===== config.mk =====
export PLATFORM = sky130hd
export DESIGN_NAME = safe_path_utf8_validator
export DESIGN_NICKNAME = d
export VERILOG_FILES = /design/src/sv/spuv_pkg.sv /design/src/sv/spuv_in_stage.sv /design/src/sv/spuv_checker.sv /design/src/sv/spuv_out_stage.sv /design/src/sv/safe_path_utf8_validator.sv
export SDC_FILE = /design/constraint.sdc
export NUM_CORES = 1
export LEC_CHECK = 0
export BUFFER_PORTS_ARGS = -buffer_cell sky130_fd_sc_hd__buf_2
export CAP_MARGIN = 10
export CELL_PAD_IN_SITES_DETAIL_PLACEMENT = 1
export CELL_PAD_IN_SITES_GLOBAL_PLACEMENT = 2
export CORE_UTILIZATION = 38
export CTS_CLUSTER_SIZE = 40
export DETAILED_ROUTE_END_ITERATION = 7
export GPL_TIMING_DRIVEN = 0
export PLACE_DENSITY_LB_ADDON = 0.12
export RECOVER_POWER = 50
export SLEW_MARGIN = 40
export SYNTH_ARGS = -nofsm -noshare
export SYNTH_HDL_FRONTEND = slang
export SYNTH_SLANG_ARGS = --single-unit

===== constraint.sdc =====
create_clock -name clk -period 2.6 [get_ports clk]
set_input_delay 0.52 -clock clk [delete_from_list [all_inputs] [get_ports clk]]
set_output_delay 0.52 -clock clk [all_outputs]
set_load 0.1 [all_outputs]

===== src/sv/spuv_pkg.sv =====
// shared types and constants for the safe path utf-8 validator
package spuv_pkg;

    // one input beat as held in the input register
    typedef struct packed {
        logic       has_byte;
        logic [7:0] path_byte;
        logic       is_last;
    } item_t;

    // verdict handed from the checker to the result register
    typedef struct packed {
        logic load;
        logic ok;
    } result_t;

    // running state of the path being checked
    typedef struct packed {
        logic        failed;
        logic [1:0]  bytes_pending;
        logic [2:0]  sequence_length;
        logic [20:0] partial_codepoint;
        logic [1:0]  component_length;
        logic        component_only_dots;
    } path_state_t;

    localparam path_state_t STATE_CLEAR = '{
        failed:              1'b0,
        bytes_pending:       2'd0,
        sequence_length:     3'd0,
        partial_codepoint:   21'd0,
        component_length:    2'd0,
        component_only_dots: 1'b1
    };

    // utf-8 sequence lengths
    localparam logic [2:0] SEQ_NONE = 3'd0;
    localparam logic [2:0] SEQ_LEN2 = 3'd2;
    localparam logic [2:0] SEQ_LEN3 = 3'd3;
    localparam logic [2:0] SEQ_LEN4 = 3'd4;

    // code point limits
    localparam logic [20:0] CP_MIN2      = 21'h000080;
    localparam logic [20:0] CP_MIN3      = 21'h000800;
    localparam logic [20:0] CP_MIN4      = 21'h010000;
    localparam logic [20:0] CP_MAX       = 21'h10ffff;
    localparam logic [20:0] CP_SURR_LO   = 21'h00d800;
    localparam logic [20:0] CP_SURR_HI   = 21'h00dfff;

    // special path bytes
    localparam logic [7:0] BYTE_SLASH     = 8'h2f;
    localparam logic [7:0] BYTE_DOT       = 8'h2e;
    localparam logic [7:0] BYTE_BACKSLASH = 8'h5c;
    localparam logic [7:0] BYTE_COLON     = 8'h3a;

    // component length saturates here
    localparam logic [1:0] COMP_LEN_MAX = 2'd3;

endpackage


===== src/sv/spuv_in_stage.sv =====
// input register for path beats
module spuv_in_stage (
    input  logic                clk,
    input  logic                rst_n,
    input  logic                in_valid,
    output logic                in_ready,
    input  logic                has_byte,
    input  logic [7:0]          path_byte,
    input  logic                is_last,
    input  logic                take,
    output spuv_pkg::item_t     item,
    output logic                item_valid
);
    import spuv_pkg::*;

    logic  valid_reg;
    logic  valid_next;
    item_t item_reg;

    // room whenever the held beat leaves this cycle
    assign in_ready   = !valid_reg || take;
    assign valid_next = in_ready ? in_valid : valid_reg;

    always_ff @(posedge clk or negedge rst_n)
    begin
        if (!rst_n)
        begin
            valid_reg <= 1'b0;
        end
        else
        begin
            valid_reg <= valid_next;
        end
    end

    // payload capture
    always_ff @(posedge clk)
    begin
        if (in_valid && in_ready)
        begin
            item_reg <= '{has_byte: has_byte, path_byte: path_byte, is_last: is_last};
        end
    end

    assign item       = item_reg;
    assign item_valid = valid_reg;

endmodule


===== src/sv/spuv_checker.sv =====
// utf-8 decode and path component rules, one byte per step
module spuv_checker (
    input  logic                clk,
    input  logic                rst_n,
    input  logic                step,
    input  spuv_pkg::item_t     item,
    output spuv_pkg::result_t   res
);
    import spuv_pkg::*;

    path_state_t state_reg;
    path_state_t state_next;
    path_state_t upd;
    logic [7:0]  b;
    logic [20:0] cp_shift;
    logic        cp_bad;

    // empty, "." or ".." component
    function automatic logic bad_component(input path_state_t s);
        bad_component = (s.component_length == 2'd0) ||
                        (s.component_only_dots && (s.component_length != COMP_LEN_MAX));
    endfunction

    assign b        = item.path_byte;
    assign cp_shift = {state_reg.partial_codepoint[14:0], b[5:0]};

    // overlong, surrogate or out of range on the completed code point
    assign cp_bad = ((state_reg.sequence_length == SEQ_LEN2) && (cp_shift < CP_MIN2)) ||
                    ((state_reg.sequence_length == SEQ_LEN3) && (cp_shift < CP_MIN3)) ||
                    ((state_reg.sequence_length == SEQ_LEN4) && (cp_shift < CP_MIN4)) ||
                    (cp_shift > CP_MAX) ||
                    ((cp_shift >= CP_SURR_LO) && (cp_shift <= CP_SURR_HI));

    // next state for one byte
    always_comb
    begin
        upd = state_reg;
        if (item.has_byte && !state_reg.failed)
        begin
            // utf-8 decode
            if (state_reg.bytes_pending == 2'd0)
            begin
                if (b[7])
                begin
                    priority if (b[7:5] == 3'b110)
                    begin
                        upd.sequence_length   = SEQ_LEN2;
                        upd.partial_codepoint = {16'd0, b[4:0]};
                        upd.bytes_pending     = 2'd1;
                    end
                    else if (b[7:4] == 4'b1110)
                    begin
                        upd.sequence_length   = SEQ_LEN3;
                        upd.partial_codepoint = {17'd0, b[3:0]};
                        upd.bytes_pending     = 2'd2;
                    end
                    else if (b[7:3] == 5'b11110)
                    begin
                        upd.sequence_length   = SEQ_LEN4;
                        upd.partial_codepoint = {18'd0, b[2:0]};
                        upd.bytes_pending     = 2'd3;
                    end
                    else
                    begin
                        upd.failed = 1'b1;
                    end
                end
            end
            else if (b[7:6] != 2'b10)
            begin
                upd.failed = 1'b1;
            end
            else if (state_reg.bytes_pending == 2'd1)
            begin
                upd.failed            = cp_bad;
                upd.bytes_pending     = 2'd0;
                upd.sequence_length   = SEQ_NONE;
                upd.partial_codepoint = 21'd0;
            end
            else
            begin
                upd.partial_codepoint = cp_shift;
                upd.bytes_pending     = state_reg.bytes_pending - 2'd1;
            end

            // path rules
            priority if ((b == BYTE_BACKSLASH) || (b == BYTE_COLON))
            begin
                upd.failed = 1'b1;
            end
            else if (b == BYTE_SLASH)
            begin
                if (bad_component(state_reg))
                begin
                    upd.failed = 1'b1;
                end
                else
                begin
                    upd.component_length    = 2'd0;
                    upd.component_only_dots = 1'b1;
                end
            end
            else
            begin
                if (b != BYTE_DOT)
                begin
                    upd.component_only_dots = 1'b0;
                end
                if (state_reg.component_length != COMP_LEN_MAX)
                begin
                    upd.component_length = state_reg.component_length + 2'd1;
                end
            end
        end

        // verdict and clear at the end of a path
        res.load   = step && item.is_last;
        res.ok     = !upd.failed && (upd.bytes_pending == 2'd0) && !bad_component(upd);
        state_next = item.is_last ? STATE_CLEAR : upd;
    end

    always_ff @(posedge clk or negedge rst_n)
    begin
        if (!rst_n)
        begin
            state_reg <= STATE_CLEAR;
        end
        else if (step)
        begin
            state_reg <= state_next;
        end
    end

`ifndef SYNTHESIS
    // no sequence open exactly when nothing is pending
    a_pend_seq: assert property (@(posedge clk) disable iff (!rst_n)
        !state_reg.failed |-> ((state_reg.bytes_pending == 2'd0) ==
                               (state_reg.sequence_length == SEQ_NONE)))
        else $error("pending count and sequence length disagree");

    // an open sequence is longer than its remaining bytes
    a_seq_len: assert property (@(posedge clk) disable iff (!rst_n)
        (!state_reg.failed && (state_reg.bytes_pending != 2'd0)) |->
        (state_reg.sequence_length > {1'b0, state_reg.bytes_pending}))
        else $error("sequence length too short for pending bytes");

    // an empty component counts as dots only
    a_empty_comp: assert property (@(posedge clk) disable iff (!rst_n)
        (state_reg.component_length == 2'd0) |-> state_reg.component_only_dots)
        else $error("empty component marked as not dots only");

    // state is clear after the last beat of a path
    a_clear: assert property (@(posedge clk) disable iff (!rst_n)
        (step && item.is_last) |=> (state_reg == STATE_CLEAR))
        else $error("state not cleared after verdict");
`endif

endmodule


===== src/sv/spuv_out_stage.sv =====
// result register for the verdict
module spuv_out_stage (
    input  logic                clk,
    input  logic                rst_n,
    input  spuv_pkg::result_t   res,
    input  logic                out_ready,
    output logic                out_valid,
    output logic                path_ok,
    output logic                free
);
    import spuv_pkg::*;

    logic valid_reg;
    logic valid_next;
    logic ok_reg;

    // slot frees when the held beat is taken
    assign free       = !valid_reg || out_ready;
    assign valid_next = res.load || (valid_reg && !out_ready);

    always_ff @(posedge clk or negedge rst_n)
    begin
        if (!rst_n)
        begin
            valid_reg <= 1'b0;
        end
        else
        begin
            valid_reg <= valid_next;
        end
    end

    // verdict capture
    always_ff @(posedge clk)
    begin
        if (res.load)
        begin
            ok_reg <= res.ok;
        end
    end

    assign out_valid = valid_reg;
    assign path_ok   = ok_reg;

endmodule


===== src/sv/safe_path_utf8_validator.sv =====
// Safe relative path checker for byte streams. Takes one path byte per clock
// cycle on the input channel, back to back, with no gap between paths, save
// where a last beat waits for room on the output, and returns one verdict beat
// for the beat that carries is_last: path_ok is 1 only when the path is strict
// UTF-8 (no overlong form, surrogate or code point above U+10FFFF, no
// truncated sequence), holds no backslash or colon, and splits on '/' into
// components that are non-empty and neither "." nor "..". A beat with has_byte
// low and is_last low is ignored; one with is_last high alone ends the path,
// and an empty path is rejected. Path length is unlimited. The verdict passes
// the input register, where the last beat is held, and the result register,
// into which the checker writes it as the beat leaves. The rate of one beat
// per cycle is set by the state update in the checker.
// A beat without is_last proceeds even while a verdict waits on the output;
// a beat with is_last waits in the input register until that verdict is taken.
module safe_path_utf8_validator (
    input  logic       clk,
    input  logic       rst_n,
    input  logic       in_valid,
    output logic       in_ready,
    input  logic       has_byte,
    input  logic [7:0] path_byte,
    input  logic       is_last,
    output logic       out_valid,
    input  logic       out_ready,
    output logic       path_ok
);
    import spuv_pkg::*;

    item_t   item;
    logic    item_valid;
    logic    take;
    logic    free;
    result_t res;

    // a held beat advances unless its verdict has no room
    assign take = item_valid && (!item.is_last || free);

    spuv_in_stage u_in (
        .clk        (clk),
        .rst_n      (rst_n),
        .in_valid   (in_valid),
        .in_ready   (in_ready),
        .has_byte   (has_byte),
        .path_byte  (path_byte),
        .is_last    (is_last),
        .take       (take),
        .item       (item),
        .item_valid (item_valid)
    );

    spuv_checker u_chk (
        .clk   (clk),
        .rst_n (rst_n),
        .step  (take),
        .item  (item),
        .res   (res)
    );

    spuv_out_stage u_out (
        .clk       (clk),
        .rst_n     (rst_n),
        .res       (res),
        .out_ready (out_ready),
        .out_valid (out_valid),
        .path_ok   (path_ok),
        .free      (free)
    );

`ifndef SYNTHESIS
    // a verdict is never written over one still waiting
    a_no_overwrite: assert property (@(posedge clk) disable iff (!rst_n)
        res.load |-> (!out_valid || out_ready))
        else $error("verdict overwrites a pending result");

    // a last beat always leaves a verdict behind
    a_last_result: assert property (@(posedge clk) disable iff (!rst_n)
        (take && item.is_last) |=> out_valid)
        else $error("last beat produced no verdict");

    // only a last beat creates a result
    a_only_last: assert property (@(posedge clk) disable iff (!rst_n)
        (!out_valid || out_ready) && !(take && item.is_last) |=> !out_valid)
        else $error("verdict without a last beat");
`endif

endmodule


==> key figures, run 1 <==
Run status
  • Status: completed

Min path
  • Worst hold path class: in2reg

Clock tree
  • H-tree Lvls: 2
  • CTS sink cnt: 37
  • Hold-fix buffers, CTS: 0
  • Worst-skew pair later-pin latency: 0.29 ns
  • CTS clk-pin slew, worst paths: 0.08 ns
  • Cts repair resizes: 0
  • Setup Buffers After CTS: 0
  • CTS buffer count: 5
  • Root buf cell: clkbuf_8
  • Clock Path Buffers: 2
  • CTS tree: built

Timing
  • Fmax: 0.449 GHz
  • Final setup vio count: 0
  • Rel. slew slack: 0.0205
  • Fin. max-slew vios: 0
  • Sum Neg Setup Slack: 0 ns
  • Final worst-path cycle share: 0.856
  • Final Critical Period: 2.22 ns
  • RSZ-0062 raised after global routing: false
  • Hold Vio Cnt, Final: 0
  • Worst Tran Pin Value: 1.47 ns
  • Clock skew: 0.0104 ns

Placement
  • Port Buffer Count: 16
  • Placer Congestion: 0.829
  • Dpl cell area: 0.00222 mm2
  • Final HPWL DP: 4030 um
  • Placed insts: 296

Die
  • Die Height: 75.5 um
  • Starting density of the core: 0.399
  • DIE AREA: 0.00569 mm2
  • Row Count: 26
  • I/O Pins: 17
  • Die span in x: 75.5 um
  • Core area: 0.00514 mm2

Pwr
  • Gate power share: 0.220
  • Pwr dens: 639 mW/mm2
  • Internal Power: 1.01 mW
  • Leak: 0.956 nW
  • Maximum vdd drop: 0.000352 V
  • Clock group share of total power: 0.313
  • Sw Pwr: 0.480 mW
  • Sw frac: 0.323
  • Share of power burned in registers: 0.467

Synthesis
  • Seq/Total Area, Yosys: 0.479
  • Synth unique cells: 49
  • Gate Count Post-Synth: 210
  • Leading area contributor after synthesis: dfrtp_1
  • Post-synth EDFFs: 11
  • Post-synth top flop: dfrtp_1
  • Area contributors post-synth: dfrtp_1 (31%), edfxtp_1 (16%), o31ai_1 (5.9%)
  • Yosys Warn Count: 0
  • Syn_area_per_cell: 9.77 um2
  • Async set-reset flop share out of synthesis: 0.703
  • Seq cells post-synth: 37
  • Mapped cell area: 0.00205 mm2
  • Area fraction of the dominant cell type after synthesis: 0.305
  • Synth Net Count: 226

Critical path
  • CP Data Arrival Time: 1.70 ns
  • CP max FO: 10
  • Crit start category: flip-flop
  • CP top delay family: buffers and inverters
  • Critical-path cell list: clkbuf_1, nand4b_1, buf_2
  • Required time worst endpoint: 2.08 ns
  • CP peak stage delay: 0.47 ns
  • Setup Crit Path Kind: reg2out
  • Buf/Inv on CP: 2
  • Crit path capture type: output pin
  • CP max stage cell: edfxtp_1

Global routing
  • Pin count of the biggest net entering global routing: 27
  • Vias in the first global route: 1803
  • Antenna violations before repair: 0
  • Overflow after GRT: 0
  • Global-route wire length before repair: 8960 um
  • All-Layer GR Usage: 0.213

Cells and area
  • Number of diodes: 0
  • Final instance area: 0.00233 mm2
  • Fin nets: 249
  • Non-filler cells, final: 304
  • Max reg flops: 15
  • Layout area overhead: 13.5%
  • Most frequent cells in the layout: nand2_1 (26), dfrtp_1 (24), o21ai_0 (22)
  • Most common cell after layout, fill and taps aside: nand2_1
  • Share of layout cells above drive strength 1: 0.175

Detailed routing
  • Via Count: 1775
  • Routed length per instance: 18.1 um
  • Drt pass-1 iters: 4
  • Final wirelength: 5520 um
  • Initial DRC count: 61
  • Residual DRC count: 0
  • Vias per cell: 5.84
  • Post-route ant nets: 0

Job
  • MaxCap Viol Count: 0
[cell type report]
type,instances,area (um2)
fillers,626,2810
flip-flops and latches,37,983
multi-input cells,149,973
clock buffers,6,93.8
well taps,70,87.6
repair buffers,16,77.6
plain buffers,15,63.8
inverters,9,33.8
clock inverters,2,13.8
[metrics by stage]
step	total power [mW]	hold WS, ns	utilization	setup WS (ns)
final	1.49	0.400	0.453	0.375
after global routing	1.56	0.393	0.453	0.183
after detailed placement	1.03	0.510	0.432	0.356
after global placement	1.01	0.498	0.432	0.450
after floorplan	0.928	0.224	-	0.0459
after CTS	1.51	0.261	0.453	0.373
[cells by family (layout without fill, tap and decap cells)]
family | count (synthesis) | after routing | synth area share
mux | 4 | 4 | 0.0214
simple gates | 73 | 73 | 0.196
flops | 37 | 37 | 0.479
fa+ha+maj | 3 | 3 | 0.0171
buf+inv | 24 | 48 | 0.0476
compound gates | 69 | 69 | 0.239
[routing by layer]
| metal | wire [um] | global-route usage | vias up |
|---|---|---|---|
| met5 | 0 | 0 | - |
| met4 | 112 | 0.0802 | 0 |
| met3 | 146 | 0.0397 | 12 |
| met2 | 2760 | 0.367 | 44 |
| met1 | 2500 | 0.266 | 885 |
| li1 | - | - | 834 |
[final timing paths]
kind,endpoint,slack (ns),cells after the start,start
max,in_ready,0.38,3,u_in.item[0]
min,u_in.item[0],0.40,1,is_last
max reg2reg,u_chk.cp_shift[15],0.42,8,u_chk.state_reg[28]
min reg2reg,u_chk.cp_shift[18],0.52,2,u_chk.cp_shift[18]
max in group asynchronous,u_out.out_valid,1.07,1,rst_n
min in group asynchronous,u_chk.state_reg[29],0.56,1,rst_n
[power groups by stage]
stage	registers (mW)	clock network (mW)	logic (mW)
final	0.695	0.465	0.327
after global routing	0.700	0.498	0.363
after CTS	0.693	0.484	0.329
after detailed placement	0.704	0	0.323
after global placement	0.702	0	0.312
after floorplan	0.719	0	0.209
[Yosys cell counts (2+ instances only)]
cell type / count
nand2_1: 26
dfrtp_1: 25
o21ai_0: 22
o31ai_1: 16
edfxtp_1: 11
clkbuf_1: 9
inv_1: 9
a21oi_1: 6
buf_2: 6
nor2_1: 6
nand2b_1: 5
nand3_1: 5
nor3_1: 5
and3_1: 4
a22o_1: 3
mux2_2: 3
or3_1: 3
a211o_1: 2
a31o_2: 2
a32oi_1: 2
a41oi_1: 2
and2_1: 2
ha_1: 2
nand3b_1: 2
nand4_1: 2
nor2b_1: 2
nor4_1: 2
nor4b_1: 2
nor4bb_1: 2
o211ai_1: 2
o21a_1: 2
Note: power is estimated with default switching activity, not from simulation.
==> run 2, diff against run 1 <==
--- a/config.mk
+++ b/config.mk
@@ -5,11 +5,12 @@
 export SDC_FILE = /design/constraint.sdc
 export NUM_CORES = 1
 export LEC_CHECK = 0
+export ABC_AREA = 1
 export BUFFER_PORTS_ARGS = -buffer_cell sky130_fd_sc_hd__buf_2
 export CAP_MARGIN = 10
 export CELL_PAD_IN_SITES_DETAIL_PLACEMENT = 1
 export CELL_PAD_IN_SITES_GLOBAL_PLACEMENT = 2
-export CORE_UTILIZATION = 38
+export CORE_UTILIZATION = 34
 export CTS_CLUSTER_SIZE = 40
 export DETAILED_ROUTE_END_ITERATION = 7
 export GPL_TIMING_DRIVEN = 0
==> run 2 against run 1 <==
Net effect:
- core utilization decreased by 3.7 points
- sequential share of layout area decreased by 0.58 points
- synthesized cell count increased by 30%
- sequential power increased by 3%
- clock skew decreased by 0.0051 ns
- clock-buffer cell count decreased by 1
- worst hold slack improved by 0.0055 ns
- critical path depth decreased by 1
- via count increased by 1.9%
==> key figures, run 2 <==
Detailed routing
  • Via Count: 1808 (+1.9%)
  • Initial DRC count: 63 (+3.3%)
  • Met2 routed WL: 2510 um (-9.2%)
  • Residual DRC count: 0 (unchanged)
  • Routed length per instance: 14.0 um (-23%)
  • WL met1: 2480 um (-0.76%)
  • WL met3: 96 um (-34%)
  • Vias per cell: 4.89 (-16%)
  • Drt pass-1 iters: 4 (unchanged)
  • Final wirelength: 5160 um (-6.4%)
  • Top routing layer in use: met4
  • Post-route ant nets: 0 (unchanged)

Run status
  • Status: completed

Cells and area
  • Number of diodes: 0 (unchanged)
  • Share of layout cells above drive strength 1: 0.138 (-0.0376)
  • Fin nets: 313 (+26%)
  • Max reg flops: 15 (unchanged)
  • Final instance area: 0.00236 mm2 (+1.4%)
  • Layout area overhead: 14.7%
  • Most frequent cells in the layout: nand2_1 (81), nand3_1 (40), inv_1 (35)
  • Most common cell after layout, fill and taps aside: nand2_1

Global routing
  • Overflow after GRT: 0 (unchanged)
  • All-Layer GR Usage: 0.190 (-0.0235)
  • Pin count of the biggest net entering global routing: 27 (unchanged)
  • Global-route wire length before repair: 9070 um (+1.3%)
  • Antenna violations before repair: 0 (unchanged)
  • Vias in the first global route: 1859 (+3.1%)

Timing
  • Fmax: 0.515 GHz (+15%)
  • RSZ-0062 raised after global routing: false
  • Worst Tran Pin Value: 1.47 ns (+0.000713 ns)
  • Final Critical Period: 1.94 ns (-0.283 ns)
  • Rel. slew slack: 0.0200 (-0.000475)
  • Fin. max-slew vios: 0 (unchanged)
  • Clock skew: 0.00531 ns (-0.00509 ns)
  • Hold Vio Cnt, Final: 0 (unchanged)
  • Final setup vio count: 0 (unchanged)
  • Sum Neg Setup Slack: 0 ns (unchanged)
  • Final worst-path cycle share: 0.747 (-0.109)

Synthesis
  • Synth unique cells: 25 (-49%)
  • Gate Count Post-Synth: 274 (+30%)
  • Post-synth top flop: dfrtp_1
  • Syn_area_per_cell: 7.51 um2 (-23%)
  • Seq/Total Area, Yosys: 0.477 (-0.00146)
  • Synth Net Count: 290 (+28%)
  • Seq cells post-synth: 37 (unchanged)
  • Mapped cell area: 0.00206 mm2 (+0.31%)
  • Area contributors post-synth: dfrtp_1 (30%), edfxtp_1 (16%), nand2_1 (15%)
  • Most frequent cell after synthesis: nand2_1
  • Post-synth EDFFs: 11 (unchanged)
  • Async set-reset flop share out of synthesis: 0.703 (unchanged)
  • List of most frequent post-synthesis cells: nand2_1 (81), nand3_1 (40), inv_1 (35), nor2_1 (31), dfrtp_1 (25)
  • Leading area contributor after synthesis: dfrtp_1
  • Area fraction of the dominant cell type after synthesis: 0.304 (-0.000928)
  • Yosys Warn Count: 0 (unchanged)

Critical path
  • R2R Setup Slk: 0.72 ns (+0.30 ns)
  • Reg2Reg Depth: 9 (+1)
  • Setup Crit Path Kind: reg2out
  • Crit start category: flip-flop
  • Crit path capture type: output pin
  • CP max FO: 6 (-4)
  • RR Endpoint: u_chk.cp_shift[8]
  • CP Data Arrival Time: 1.42 ns (-0.28 ns)
  • RR Startpoint: u_chk.state_reg[28]
  • Required time worst endpoint: 2.08 ns (about the same)

Clock tree
  • Root buf cell: clkbuf_8
  • Cts repair resizes: 0 (unchanged)
  • CTS tree: built
  • Setup Buffers After CTS: 0 (unchanged)
  • CTS buffer count: 5 (unchanged)
  • CTS sink cnt: 37 (unchanged)
  • CTS clk-pin slew, worst paths: 0.08 ns (about the same)
  • Worst-skew pair later-pin latency: 0.29 ns (about the same)
  • Clock Path Buffers: 2 (unchanged)
  • H-tree Lvls: 2 (unchanged)
  • Hold-fix buffers, CTS: 0 (unchanged)

Min path
  • Worst hold path class: in2reg
  • Min-Delay Endpoint: u_in.item[6]
  • Min-delay src: path_byte[5]
  • WHS Path Cells: 1 (unchanged)

Job
  • MaxCap Viol Count: 0 (unchanged)

Die
  • DIE AREA: 0.00636 mm2 (+12%)
  • Core area: 0.00568 mm2 (+10%)
  • Row Count: 27 (+3.8%)
  • Die span in x: 79.8 um (+5.7%)
  • Starting density of the core: 0.362 (-0.0365)
  • Die Height: 79.8 um (+5.7%)
  • I/O Pins: 17 (unchanged)

Placement
  • Port Buffer Count: 16 (unchanged)
  • Dpl cell area: 0.00223 mm2 (+0.28%)
  • Final HPWL DP: 4010 um (-0.61%)
  • Placer Congestion: 0.756 (-8.9%)

Pwr
  • Sw Pwr: 0.556 mW (+16%)
  • Clock group share of total power: 0.343 (+0.030)
  • Maximum vdd drop: 0.000302 V (-14%)
  • Sw frac: 0.320 (-0.00263)
  • Gate power share: 0.247 (+0.027)
  • Pwr dens: 737 mW/mm2 (+15%)
  • Leak: 1.20 nW (+25%)
  • Internal Power: 1.18 mW (+17%)
  • Share of power burned in registers: 0.410 (-0.057)
==> run 2: cell types whose count changed in the layout (fill, tap and decap cells not counted), sizes merged, moves of 4 or more <==
cell and change:
nand2 +58, nand3 +35, inv +28, nor2 +28
o21ai -13, o31ai -13, clkbuf -10, nand2b -5
and3 -4
==> run 2: metrics by stage <==
stage          setup slack, ns  utilization  instances  hold WS [ns]  power [mW]
2_1_floorplan           0.0367            -        274         0.224        1.04
3_3_place_gp             0.716        0.393        362         0.475        1.15
3_5_place_dp             0.718        0.393        362         0.484        1.16
4_1_cts                  0.642        0.416        370         0.253        1.76
5_1_grt                  0.475        0.416        370         0.390        1.85
6_report                 0.658        0.416        370         0.405        1.74
==> run 2: logic make-up after synthesis <==
group                      after synthesis  share of synthesized area
AOI/OAI and AO/OA                       23                     0.0639
adders and majority gates                2                     0.0122
buffers and inverters                   43                     0.0876
DFF                                     37                      0.477
muxes                                    1                    0.00730
and+or+nand+nor                        168                      0.352
==> run 2: layer usage <==
metal  global-route usage  vias to the layer above
met1                0.252                      852
met4               0.0589                        0
met5                    0                        -
met2                0.313                       21
met3               0.0320                        9
li1                     -                      926
==> run 2: power by group through the flow <==
stage          registers, mW  clock network, mW  logic (mW)
2_1_floorplan          0.738                  0       0.297
3_3_place_gp           0.724                  0       0.426
3_5_place_dp           0.726                  0       0.431
4_1_cts                0.713              0.612       0.434
5_1_grt                0.722              0.639       0.494
6_report               0.713              0.597       0.429
==> run 2: layout make-up <==
type,count,area (um2)
Clock inverter,3,65.1
Clock buffer,5,68.8
Buffer,5,36.3
Fill cell,737,3320
Inverter,38,143
Tap cell,72,90.1
Multi-Input combinational cell,194,895
Sequential cell,37,983
Timing Repair Buffer,16,78.8
==> run 2: how the worst max path moves through the flow <==
stage	cells past startpoint	end	startpoint	slack, ns
CTS	2	in_ready	u_in.item[0]	0.64
detailed placement	9	u_chk.cp_shift[8]	u_chk.state_reg[28]	0.72
floorplan	3	u_in.item[0]	u_out.out_valid	0.04
global placement	9	u_chk.cp_shift[8]	u_chk.state_reg[28]	0.72
finish	2	in_ready	u_in.item[0]	0.66
global route	12	u_out.path_ok	u_chk.state_reg[28]	0.48
==> run 2: worst max-delay path: stages, from the launching register on <==
cell      delay [ns]
edfxtp_1        0.51
nand4_1         0.18
buf_2           0.44
